### config.mk
export PLATFORM = sky130hd
export DESIGN_NAME = dhs_front
export DESIGN_NICKNAME = d
export VERILOG_FILES = /design/src/sv/dhs_pkg.sv /design/src/sv/dhs_front.sv
export SDC_FILE = /design/constraint.sdc
export NUM_CORES = 1
export LEC_CHECK = 0
export BUFFER_PORTS_ARGS = -buffer_cell sky130_fd_sc_hd__buf_2
export CORE_MARGIN = 1
export CORE_UTILIZATION = 43
export DETAILED_ROUTE_END_ITERATION = 8
export PLACE_DENSITY = 0.7
export SLEW_MARGIN = 15
export SYNTH_ARGS = -nofsm -noshare
export SYNTH_HDL_FRONTEND = slang
export SYNTH_SLANG_ARGS = --single-unit
### constraint.sdc
create_clock -name aclk -period 4.1 [get_ports aclk]
set_input_delay 0.205 -clock aclk [delete_from_list [all_inputs] [get_ports aclk]]
set_output_delay 0.205 -clock aclk [all_outputs]
set_load 0.05 [all_outputs]
### src/sv/dhs_pkg.sv
`timescale 1ns / 1ps
// dhs_pkg: shared types, codes and helpers for the disk head scheduler.
// No dependencies; used by every module of the block.
package dhs_pkg;

    // Fixed field widths
    localparam int TRACK_W    = 10;
    localparam int COUNT_W    = 11;
    localparam int STATUS_W   = 2;
    localparam int CFG_IDX_W  = 2;
    localparam int CFG_DATA_W = 11;
    localparam int S_TDATA_W  = 16;
    localparam int M_TDATA_W  = 16;

    // Pending bitmap is stored as rows of this many tracks
    localparam int ROW_BITS = 32;
    localparam int OFF_W    = 5;

    // Parameter defaults and reset values
    localparam int TRACKS_DEF      = 1024;
    localparam int QUEUE_DEPTH_DEF = 1024;
    localparam logic [COUNT_W-1:0] TRACK_COUNT_RST = 11'd1024;

    typedef enum logic [1:0] {
        POL_FCFS  = 2'd0,
        POL_SSTF  = 2'd1,
        POL_LOOK  = 2'd2,
        POL_CLOOK = 2'd3
    } policy_t;

    typedef enum logic [STATUS_W-1:0] {
        ST_SERVED   = 2'd0,
        ST_ACCEPTED = 2'd1,
        ST_DROPPED  = 2'd2,
        ST_EMPTY    = 2'd3
    } status_t;

    typedef enum logic [CFG_IDX_W-1:0] {
        CFG_POLICY      = 2'd0,
        CFG_TRACK_COUNT = 2'd1,
        CFG_START_HEAD  = 2'd2,
        CFG_START_DIR   = 2'd3
    } cfg_index_t;

    typedef enum logic {
        CMD_ADD   = 1'b0,
        CMD_SERVE = 1'b1
    } cmd_kind_t;

    // One queued request between front and back
    typedef struct packed {
        cmd_kind_t          kind;
        logic [TRACK_W-1:0] track;
    } cmd_t;

    // Config writes that land in the back end's state
    typedef struct packed {
        logic               head_we;
        logic               dir_we;
        logic [TRACK_W-1:0] head;
        logic               dir;
    } cfg_wr_t;

    typedef enum logic [3:0] {
        S_CLEAR,
        S_IDLE,
        S_RING_RD,
        S_RING_PM,
        S_RING_CHK,
        S_ADD_DEC,
        S_ADD_WR,
        S_SCAN_RD,
        S_SCAN_CHK,
        S_NEXT,
        S_CLR_RD,
        S_CLR_WR,
        S_RESP
    } state_t;

    // Index of lowest set bit in a bitmap row
    function automatic logic [OFF_W-1:0] lowest_set(input logic [ROW_BITS-1:0] w);
        logic [OFF_W-1:0] r;
        r = '0;
        for (int i = ROW_BITS - 1; i >= 0; i--) begin
            if (w[i]) r = OFF_W'(i);
        end
        return r;
    endfunction

    // Index of highest set bit in a bitmap row
    function automatic logic [OFF_W-1:0] highest_set(input logic [ROW_BITS-1:0] w);
        logic [OFF_W-1:0] r;
        r = '0;
        for (int i = 0; i < ROW_BITS; i++) begin
            if (w[i]) r = OFF_W'(i);
        end
        return r;
    endfunction

endpackage

### src/sv/dhs_front.sv
`timescale 1ns / 1ps
// dhs_front: accepts requests, tags them add or serve, holds them in a
// two-entry queue for the back end. Depends on dhs_pkg.
module dhs_front (
    input  logic                           aclk,
    input  logic                           aresetn,
    input  logic                           enable,
    input  logic                           s_tvalid,
    output logic                           s_tready,
    input  logic [dhs_pkg::S_TDATA_W-1:0]  s_tdata,   // [9:0] track
    input  logic                           s_tuser,   // [0] req_type
    output logic                           cmd_valid,
    output dhs_pkg::cmd_t                  cmd,
    input  logic                           cmd_pop
);
    dhs_pkg::cmd_t q0_reg, q0_next, q1_reg, q1_next, in_cmd;
    logic [1:0]    cnt_reg, cnt_next;
    logic          push;

    // classify incoming request
    always_comb begin
        in_cmd.kind  = s_tuser ? dhs_pkg::CMD_SERVE : dhs_pkg::CMD_ADD;
        in_cmd.track = s_tdata[dhs_pkg::TRACK_W-1:0];
    end

    assign s_tready  = enable && (cnt_reg != 2'd2);
    assign push      = s_tvalid && s_tready;
    assign cmd_valid = (cnt_reg != 2'd0);
    assign cmd       = q0_reg;

    // queue update
    always_comb begin
        q0_next  = q0_reg;
        q1_next  = q1_reg;
        cnt_next = cnt_reg;
        if (push && cmd_pop) begin
            if (cnt_reg == 2'd1) begin
                q0_next = in_cmd;
            end else begin
                q0_next = q1_reg;
                q1_next = in_cmd;
            end
        end else if (cmd_pop) begin
            q0_next  = q1_reg;
            cnt_next = cnt_reg - 2'd1;
        end else if (push) begin
            if (cnt_reg == 2'd0) begin
                q0_next = in_cmd;
            end else begin
                q1_next = in_cmd;
            end
            cnt_next = cnt_reg + 2'd1;
        end
    end

    always_ff @(posedge aclk) begin
        if (!aresetn) begin
            cnt_reg <= 2'd0;
        end else begin
            cnt_reg <= cnt_next;
        end
        q0_reg <= q0_next;
        q1_reg <= q1_next;
    end
endmodule

==> results.txt, run 1 <==
period utilization: 54.5%
Yosys cell types: 17
Comb pwr share: 24.2%
Post-synth top cells: edfxtp_1 (22), mux2_2 (11), ha_1 (5), inv_1 (5), dfxtp_1 (2)
Routed Antenna Nets: 0
DIE AREA: 0.00255 mm²
CP Cell Sequence: inv_1 -> ha_1 -> nand3b_4 -> ha_1 -> a21oi_1
Worst Hold End: q1_reg[10]$_DFFE_PP_
final net count: 117
Post-Syn Nets: 84
fraction of registers with async set/reset: 0%
ANT cells: 0
fmax: 0.447 GHz
synthesized area: 0.00101 mm²
unrepaired setup endpoints after global routing: false
most used cell, CP: ha_1
Yosys warning count: 0
die height: 50.5 µm
row count: 17
reg2reg end: cmd[4]$_DFFE_PP_
sequential fraction of design power: 48.9%
CTS Root Cell: clkbuf_4
Max VDD drop: 0.000272 V
Post-Syn Instances: 57
DRT Pass-1 Iters: 2
CP peak stage delay: 810 ps
CP Buf/Inv Count: 1
reg-to-reg slack, setup: 1860 ps
max-cap violation count: 0
CP Data Required Time: 4040 ps
Area contributors post-synth: edfxtp_1 (65%), mux2_2 (12%), ha_1 (6.2%), dfxtp_1 (4.0%), nand3b_4 (2.0%)
DR vias/cell: 4.72
setup bufs post-CTS: 0
most common cell in the netlist: edfxtp_1
post-cts gate resize count: 0
dominant cell type by area after synthesis: edfxtp_1
setup TNS: 0 ps
Detailed Place HPWL: 1090 µm
H-tree depth: 1
Leak Pwr: 0.514 nW
Worst R2R Start: cnt_reg[0]$_SDFFE_PN0P_
antenna violations before repair: 0
I/O pin count: 35
critical path endpoint category: flop
min-delay src: s_tuser
largest net degree at the start of global routing: 15
clock network fraction of total power: 26.9%
Critical Path AT: 2180 ps
ratio of cells with drive above 1 in the final layout: 53.9%
TritonCTS Sinks: 24
CTS tree: yes
drt initial violations: 2
Core Area: 0.00221 mm²
Design Area, Final: 0.00124 mm²
CP max-delay cell: a21oi_1
Die X: 50.5 µm
Internal Power: 0.440 mW
clk_lat worst skew: 310 ps
Num CTS Buffers: 3
Syn Area/Cell: 17.7 µm²
NetSw: 0.180 mW
Post-DP Area: 0.00119 mm²
Remaining DRCs: 0
share of the synthesized area in the top cell type: 65.4%
crit start category: flop
post-route clock skew: 10.1 ps
Routed WL per cell: 12.9 µm
first-pass GRT wire length: 2520 µm
PD cells: 500 mW/mm²
worst hold path depth: 1
Placer Congestion: 0.626
sequential fraction of the synthesis area: 69.4%
Slew HR: 28.9%
Area Overhead vs Synth: 22.8%
I/O Buffers: 28
vias: 552
CP top delay family: compound AO/OA/AOI/OAI gates
GRT Total Usage: 14.3%
Reg clk slew, reported paths: 130 ps
outcome: completed
FF-to-FF path depth: 5
top_reg_cell synth: edfxtp_1
Slew Viols, Final: 0
Final Setup Violations: 0
Total Wirelength: 1510 µm
Starting Density: 45.6%
vias in the first global route: 558
CP max FO: 11
crit path kind: flop to flop
#FFs+latches synth: 24
Post-synth EDFFs: 22
final hold vios: 0
minimum clock period: 2240 ps
Max clock buf depth: 2
Switching Fraction: 29.1%
fillcell total: 199
Hold Buf Count CTS: 0
GRT overflow: 0
Worst Hold Class: input pin to flop
Least-Margin Pin Slew: 1070 ps
cells by family (layout without fill, tap and decap cells):
| group | Yosys count | after routing | share of synthesized area, % |
|---|---|---|---|
| fa+ha+maj | 5 | 5 | 6.20 |
| flops | 24 | 24 | 69.4 |
| mux | 11 | 11 | 12.3 |
| xor+xnor | 2 | 2 | 1.74 |
| simple gates | 5 | 5 | 4.21 |
| buf+inv | 6 | 38 | 2.97 |
| compound gates | 4 | 4 | 3.22 |
layout by cell type, fill, tap and decap left out:
master / instances
edfxtp_1: 22
nand3b_4: 1
ha_1: 5
dfxtp_1: 2
and2_1: 1
buf_4: 1
clkbuf_4: 3
inv_1: 5
mux2_2: 11
xnor2_1: 1
o21ai_2: 1
buf_2: 28
a2111oi_2: 1
bufinv_16: 1
nor2_1: 1
a21oi_1: 1
nand2_1: 1
o211a_1: 1
and2b_2: 1
xor2_1: 1
metal layers:
| metal | vias up | global-route usage (%) | part of all wire [%] |
|---|---|---|---|
| li1 | 273 | - | - |
| met1 | 260 | 16.1 | 44 |
| met2 | 15 | 24.2 | 50 |
| met3 | 4 | 2.73 | 3.6 |
| met4 | 0 | 9.72 | 2.3 |
| met5 | - | 0 | 0 |
worst register-to-register path: stages, from the launching register on:
cell      delay, ps
dfxtp_1         390
inv_1            80
ha_1            210
nand3b_4        190
ha_1            190
a21oi_1         810
layout make-up:
class / instances / area [µm²] / share of cell area [%]
Multi-Input combinational cell: 27 / 285 / 23.0
Tap cell: 28 / 35.0 / 2.83
Sequential cell: 24 / 701 / 56.5
Clock inverter: 1 / 30.0 / 2.42
Inverter: 5 / 18.8 / 1.51
Timing Repair Buffer: 29 / 148 / 11.9
Clock buffer: 3 / 22.5 / 1.82
power by group through the flow:
stage	Sequential [mW]	Clock [mW]	Combinational [mW]
after CTS	0.303	0.171	0.151
after detailed placement	0.309	0	0.151
after global routing	0.306	0.179	0.161
after floorplan	0.358	0	0.0650
after global placement	0.308	0	0.148
final	0.303	0.167	0.150
stage by stage:
stage	setup WS (ps)	hold slack, ps	utilization (%)	std cells	total power, mW
detailed placement	1830	397	53.7	113	0.460
finish	1860	72.0	56.1	117	0.620
floorplan	813	304	-	57	0.423
global placement	1860	397	53.7	113	0.456
global route	1750	59.0	56.1	117	0.646
CTS	1810	61.0	56.1	117	0.626
worst max-delay path by stage:
stage	startpoint	to	slack, ps	cells after the start
after floorplan	cnt_reg[0]$_SDFFE_PN0P_	q1_reg[0]$_DFFE_PP_	810	5
after global placement	cnt_reg[0]$_SDFFE_PN0P_	cmd[0]$_DFFE_PP_	1860	5
after detailed placement	cnt_reg[0]$_SDFFE_PN0P_	cmd[0]$_DFFE_PP_	1830	5
after CTS	cnt_reg[0]$_SDFFE_PN0P_	cmd[4]$_DFFE_PP_	1810	5
after global routing	cnt_reg[0]$_SDFFE_PN0P_	cmd[4]$_DFFE_PP_	1750	5
final	cnt_reg[0]$_SDFFE_PN0P_	cmd[4]$_DFFE_PP_	1860	5
Power figures use the tool's default switching activity.
==> inputs of run 2 (changes only) <==
- clock period: 4.1 -> 2.1 ns (I/O delays scaled with it)
==> results.txt, run 2 (synthesized netlist as in run 1, its figures left out) <==
setup TNS: 0 ps (unchanged)
Placed Cells incl. Taps: 115 (+1.8%)
fmax: 0.506 GHz (+13%)
period utilization: 94.1% (+40 points)
CP max FO: 11 (unchanged)
die height: 50.5 µm (unchanged)
clock network fraction of total power: 17.6% (-9.3 points)
Remaining DRCs: 0 (unchanged)
vias in the first global route: 594 (+6.5%)
Routed Antenna Nets: 0 (unchanged)
sequential fraction of design power: 53.4% (+4.5 points)
Comb pwr share: 29.0% (+4.8 points)
GRT Total Usage: 14.4% (+0.13 points)
clk_lat worst skew: 300 ps (about the same)
Finished Layout Cells: 131 (+12%)
max-cap violation count: 0 (unchanged)
final net count: 131 (+12%)
Slew HR: 83.3% (+54 points)
PD cells: 813 mW/mm² (+63%)
Slew Viols, Final: 0 (unchanged)
crit path kind: flop to flop
Least-Margin Pin Slew: 253 ps (-814 ps)
most frequent cells in the layout: buf_2 (28), edfxtp_1 (22), dlygate4sd3_1 (12), mux2_2 (11)
Detailed Place HPWL: 1150 µm (+5.6%)
minimum clock period: 1980 ps (-260 ps)
outcome: completed
Final Setup Violations: 0 (unchanged)
Total Wirelength: 1590 µm (+5.2%)
post-route clock skew: 1.64 ps (-8.42 ps)
DIE AREA: 0.00255 mm² (unchanged)
CTS tree: yes
Area Overhead vs Synth: 34.8%
unrepaired setup endpoints after global routing: false
largest net degree at the start of global routing: 14 (-1)
Leak Pwr: 0.562 nW (+9.3%)
first-pass GRT wire length: 2670 µm (+6.0%)
Max clock buf depth: 2 (unchanged)
Starting Density: 45.6% (unchanged)
I/O Buffers: 28 (unchanged)
post-cts gate resize count: 0 (unchanged)
Routed WL per cell: 12.1 µm (-6.1%)
H-tree depth: 1 (unchanged)
DRT Pass-1 Iters: 4 (+2)
commonest non-fill, non-tap cell in the layout: buf_2
Num CTS Buffers: 3 (unchanged)
Reg clk slew, reported paths: 120 ps (about the same)
CTS Root Cell: clkbuf_4
antenna violations before repair: 0 (unchanged)
GRT overflow: 0 (unchanged)
Critical Path AT: 2000 ps (-180 ps)
Die X: 50.5 µm (unchanged)
NetSw: 0.351 mW (+95%)
final hold vios: 0 (unchanged)
row count: 17 (unchanged)
TritonCTS Sinks: 24 (unchanged)
DR vias/cell: 4.62 (-2.1%)
vias: 605 (+9.6%)
Max VDD drop: 0.000460 V (+69%)
critical path endpoint category: flop
CP Data Required Time: 2120 ps (-1920 ps)
Internal Power: 0.756 mW (+72%)
ANT cells: 0 (unchanged)
Switching Fraction: 31.7% (+2.7 points)
Core Area: 0.00221 mm² (unchanged)
I/O pin count: 35 (unchanged)
Placer Congestion: 0.676 (+8.1%)
ratio of cells with drive above 1 in the final layout: 47.6% (-6.4 points)
crit start category: flop
Worst Hold Class: input pin to flop
drt initial violations: 12 (+10)
## run 2: changes by cell type in the layout (fill, tap and decap cells not counted), sizes merged
| cell | before | now |
|---|---|---|
| buf | 29 | 31 |
| dlygate4sd3 | 0 | 12 |
| bufinv | 1 | 0 |
| clkinv | 0 | 1 |
## run 2: worst paths after layout
check / end / from / slack [ps] / depth (start not counted)
max: q1_reg[0]$_DFFE_PP_ / cnt_reg[0]$_SDFFE_PN0P_ / 120 / 6
min: cnt_reg[1]$_SDFFE_PN0P_ / cmd_pop / 260 / 4
max reg2reg: q1_reg[0]$_DFFE_PP_ / cnt_reg[0]$_SDFFE_PN0P_ / 120 / 6
min reg2reg: cnt_reg[1]$_SDFFE_PN0P_ / cnt_reg[1]$_SDFFE_PN0P_ / 540 / 1
## run 2: stage by stage
stage / instance area (µm²) / utilization (%) / hold slack (ps) / total power, mW / worst slack (ps)
after global routing: 1360 / 61.5 / 284 / 1.16 / 14.9
after global placement: 1210 / 54.9 / 297 / 0.904 / 176
after detailed placement: 1210 / 54.9 / 298 / 0.912 / 127
after floorplan: 1030 / - / 204 / 0.835 / 105
after CTS: 1360 / 61.5 / 253 / 1.12 / 105
final: 1360 / 61.5 / 261 / 1.11 / 124
## run 2: final cells by class
| class | count | area, µm² |
|---|---|---|
| inverters | 5 | 18.8 |
| multi-input cells | 27 | 298 |
| repair buffers | 43 | 283 |
| clock inverters | 1 | 3.75 |
| flip-flops and latches | 24 | 701 |
| well taps | 28 | 35.0 |
| clock buffers | 3 | 22.5 |
| fillers | 192 | 851 |
## run 2: repair_timing
item | in CTS | in global routing
buffers inserted | 0 | 0
endpoints found under the hold margin | 12 | 0
hold buffers | 12 | 0
## run 2: worst max-delay path: stages (launching register included)
cell and delay (ps):
dfxtp_1 400, inv_1 90, ha_1 210, nand3b_4 190, ha_1 230, a2111oi_4 320
buf_4 250
## run 2: power groups by stage
stage	registers (mW)	logic [mW]	clock network [mW]
after CTS	0.592	0.326	0.204
after detailed placement	0.604	0.308	0
final	0.591	0.321	0.195
after floorplan	0.698	0.136	0
after global routing	0.596	0.347	0.222
after global placement	0.602	0.302	0
## run 2: layer usage
| metal | GRT usage, % | share of wire [%] | vias to the layer above |
|---|---|---|---|
| li1 | - | - | 302 |
| met1 | 18.7 | 44 | 282 |
| met2 | 23.6 | 49 | 21 |
| met3 | 3.03 | 6.1 | 0 |
| met4 | 5.56 | 0 | 0 |
| met5 | 0 | 0 | - |
==> inputs of run 3 (changes only) <==
- BUFFER_PORTS_ARGS: -buffer_cell sky130_fd_sc_hd__buf_2 -> -buffer_cell sky130_fd_sc_hd__buf_4
==> results.txt, run 3 (synthesized netlist as in run 1, its figures left out) <==
outcome: completed
vias: 619 (+2.3%)
CTS Root Cell: clkbuf_4
CP Cell Sequence: inv_1 -> ha_1 -> nand3b_4 -> ha_1 -> a2111oi_4 -> buf_4
critical path endpoint category: flop
FF-to-FF path depth: 6 (unchanged)
DR vias/cell: 4.65 (+0.78%)
crit start category: flop
fillcell total: 174 (-9.4%)
I/O Buffers: 28 (unchanged)
PD cells: 863 mW/mm² (+6.1%)
Routed WL per cell: 13.1 µm (+8.2%)
most frequent cells in the layout: buf_4 (33), edfxtp_1 (22), dlygate4sd3_1 (12), mux2_2 (11)
fmax: 0.505 GHz (-0.28%)
Detailed Place HPWL: 1190 µm (+3.7%)
worst hold path depth: 4 (unchanged)
CTS tree: yes
pre-CTS setup slack: 132 ps (+5.15 ps)
post-cts gate resize count: 0 (unchanged)
Final Setup Violations: 0 (unchanged)
min-delay src: cmd_pop
commonest non-fill, non-tap cell in the layout: buf_4
post-route setup slack: 118 ps (-5.55 ps)
Max VDD drop: 0.000449 V (-2.3%)
GRT overflow: 0 (unchanged)
Area Overhead vs Synth: 45.8%
ANT cells: 0 (unchanged)
Slew Viols, Final: 0 (unchanged)
CP max FO: 8 (-3)
max-cap violation count: 0 (unchanged)
final hold vios: 0 (unchanged)
total power: 1.27 mW (+15%)
reg-to-reg slack, setup: 120 ps (about the same)
Total Wirelength: 1740 µm (+9.8%)
Worst Hold Class: input pin to flop
Reg clk slew, reported paths: 130 ps (about the same)
Worst Hold End: cnt_reg[1]$_SDFFE_PN0P_
die height: 50.5 µm (unchanged)
Routed Antenna Nets: 0 (unchanged)
drt initial violations: 11 (-1)
DRT Pass-1 Iters: 4 (unchanged)
Finished Layout Cells: 133 (+1.5%)
Slew HR: 81.2% (-2.1 points)
Leak Pwr: 0.609 nW (+8.3%)
Remaining DRCs: 0 (unchanged)
crit path kind: flop to flop
DIE AREA: 0.00255 mm² (unchanged)
Core Area: 0.00221 mm² (unchanged)
Least-Margin Pin Slew: 282 ps (+29.3 ps)
most used cell, CP: ha_1
CP Data Required Time: 2130 ps (about the same)
Num CTS Buffers: 3 (unchanged)
Placed Cells incl. Taps: 117 (+1.7%)
setup TNS: 0 ps (unchanged)
Die X: 50.5 µm (unchanged)
I/O pin count: 35 (unchanged)
Max clock buf depth: 2 (unchanged)
ratio of cells with drive above 1 in the final layout: 49.5% (+2.0 points)
CP peak stage delay: 400 ps (about the same)
clk_lat worst skew: 310 ps (about the same)
H-tree depth: 1 (unchanged)
vias in the first global route: 655 (+10%)
row count: 17 (unchanged)
unrepaired setup endpoints after global routing: false
Starting Density: 45.6% (unchanged)
Placer Congestion: 0.656 (-3.0%)
TritonCTS Sinks: 24 (unchanged)
largest net degree at the start of global routing: 15 (+1)
minimum clock period: 1980 ps (+5.55 ps)
Worst R2R Start: cnt_reg[0]$_SDFFE_PN0P_
final net count: 133 (+1.5%)
CP max-delay cell: dfxtp_1
antenna violations before repair: 0 (unchanged)
Critical Path AT: 2010 ps (about the same)
reg2reg end: q1_reg[3]$_DFFE_PP_
GRT Total Usage: 15.6% (+1.2 points)
first-pass GRT wire length: 2900 µm (+8.5%)
period utilization: 94.4% (+0.26 points)
post-route clock skew: 6.81 ps (+5.17 ps)
## run 3: worst max-delay path by stage
stage | from | end | slack, ps | cells past startpoint
after floorplan | cnt_reg[0]$_SDFFE_PN0P_ | q1_reg[0]$_DFFE_PP_ | 100 | 5
after global placement | cnt_reg[0]$_SDFFE_PN0P_ | q1_reg[8]$_DFFE_PP_ | 160 | 6
after detailed placement | cnt_reg[0]$_SDFFE_PN0P_ | q1_reg[9]$_DFFE_PP_ | 130 | 6
after CTS | cnt_reg[0]$_SDFFE_PN0P_ | q1_reg[3]$_DFFE_PP_ | 100 | 6
after global routing | cnt_reg[0]$_SDFFE_PN0P_ | q1_reg[3]$_DFFE_PP_ | 40 | 6
final | cnt_reg[0]$_SDFFE_PN0P_ | q1_reg[3]$_DFFE_PP_ | 120 | 6
## run 3: what timing repair did
item | 4_1_cts | 5_1_grt
hold endpoints to repair | 12 | 0
setup endpoints to repair | 0 | 0
setup buffers | 0 | 0
hold buffers | 12 | 0
## run 3: routing by layer
layer | track usage [%] | part of all wire, % | vias to the layer above
met4 | 5.56 | 0 | 0
li1 | - | - | 305
met5 | 0 | 0 | -
met2 | 28.4 | 53 | 21
met1 | 18.2 | 43 | 293
met3 | 2.73 | 4.1 | 0
## run 3: area by class of cell
class                   count  area (µm²)  share of cell area (%)
repair buffers             45         368                    25.0
clock buffers               3        22.5                    1.53
well taps                  28        35.0                    2.38
flip-flops and latches     24         701                    47.6
inverters                   5        18.8                    1.27
multi-input cells          27         298                    20.2
clock inverters             1        30.0                    2.04
## run 3: where the power goes
part	leakage [nW]	switching [mW]	internal, mW	total (mW)
clock network	0.0279	0.129	0.193	0.322
logic	0.357	0.215	0.140	0.356
registers	0.224	0.0158	0.577	0.593
## run 3: critical path: cells and delay by family, from the launching register on
kind                       cells  cell delay (ps)
AOI/OAI and AO/OA              1              350
adders and majority gates      2              450
buffers and inverters          2              320
DFF                            1              400
and+or+nand+nor                1              190
## run 3: per-stage QoR
step / utilization (%) / instance area, µm² / hold slack, ps
after detailed placement: 58.8 / 1300 / 294
final: 66.6 / 1470 / 210
after CTS: 66.6 / 1470 / 208
after global placement: 58.8 / 1300 / 293
after global routing: 66.6 / 1470 / 240
after floorplan: - / 1030 / 204
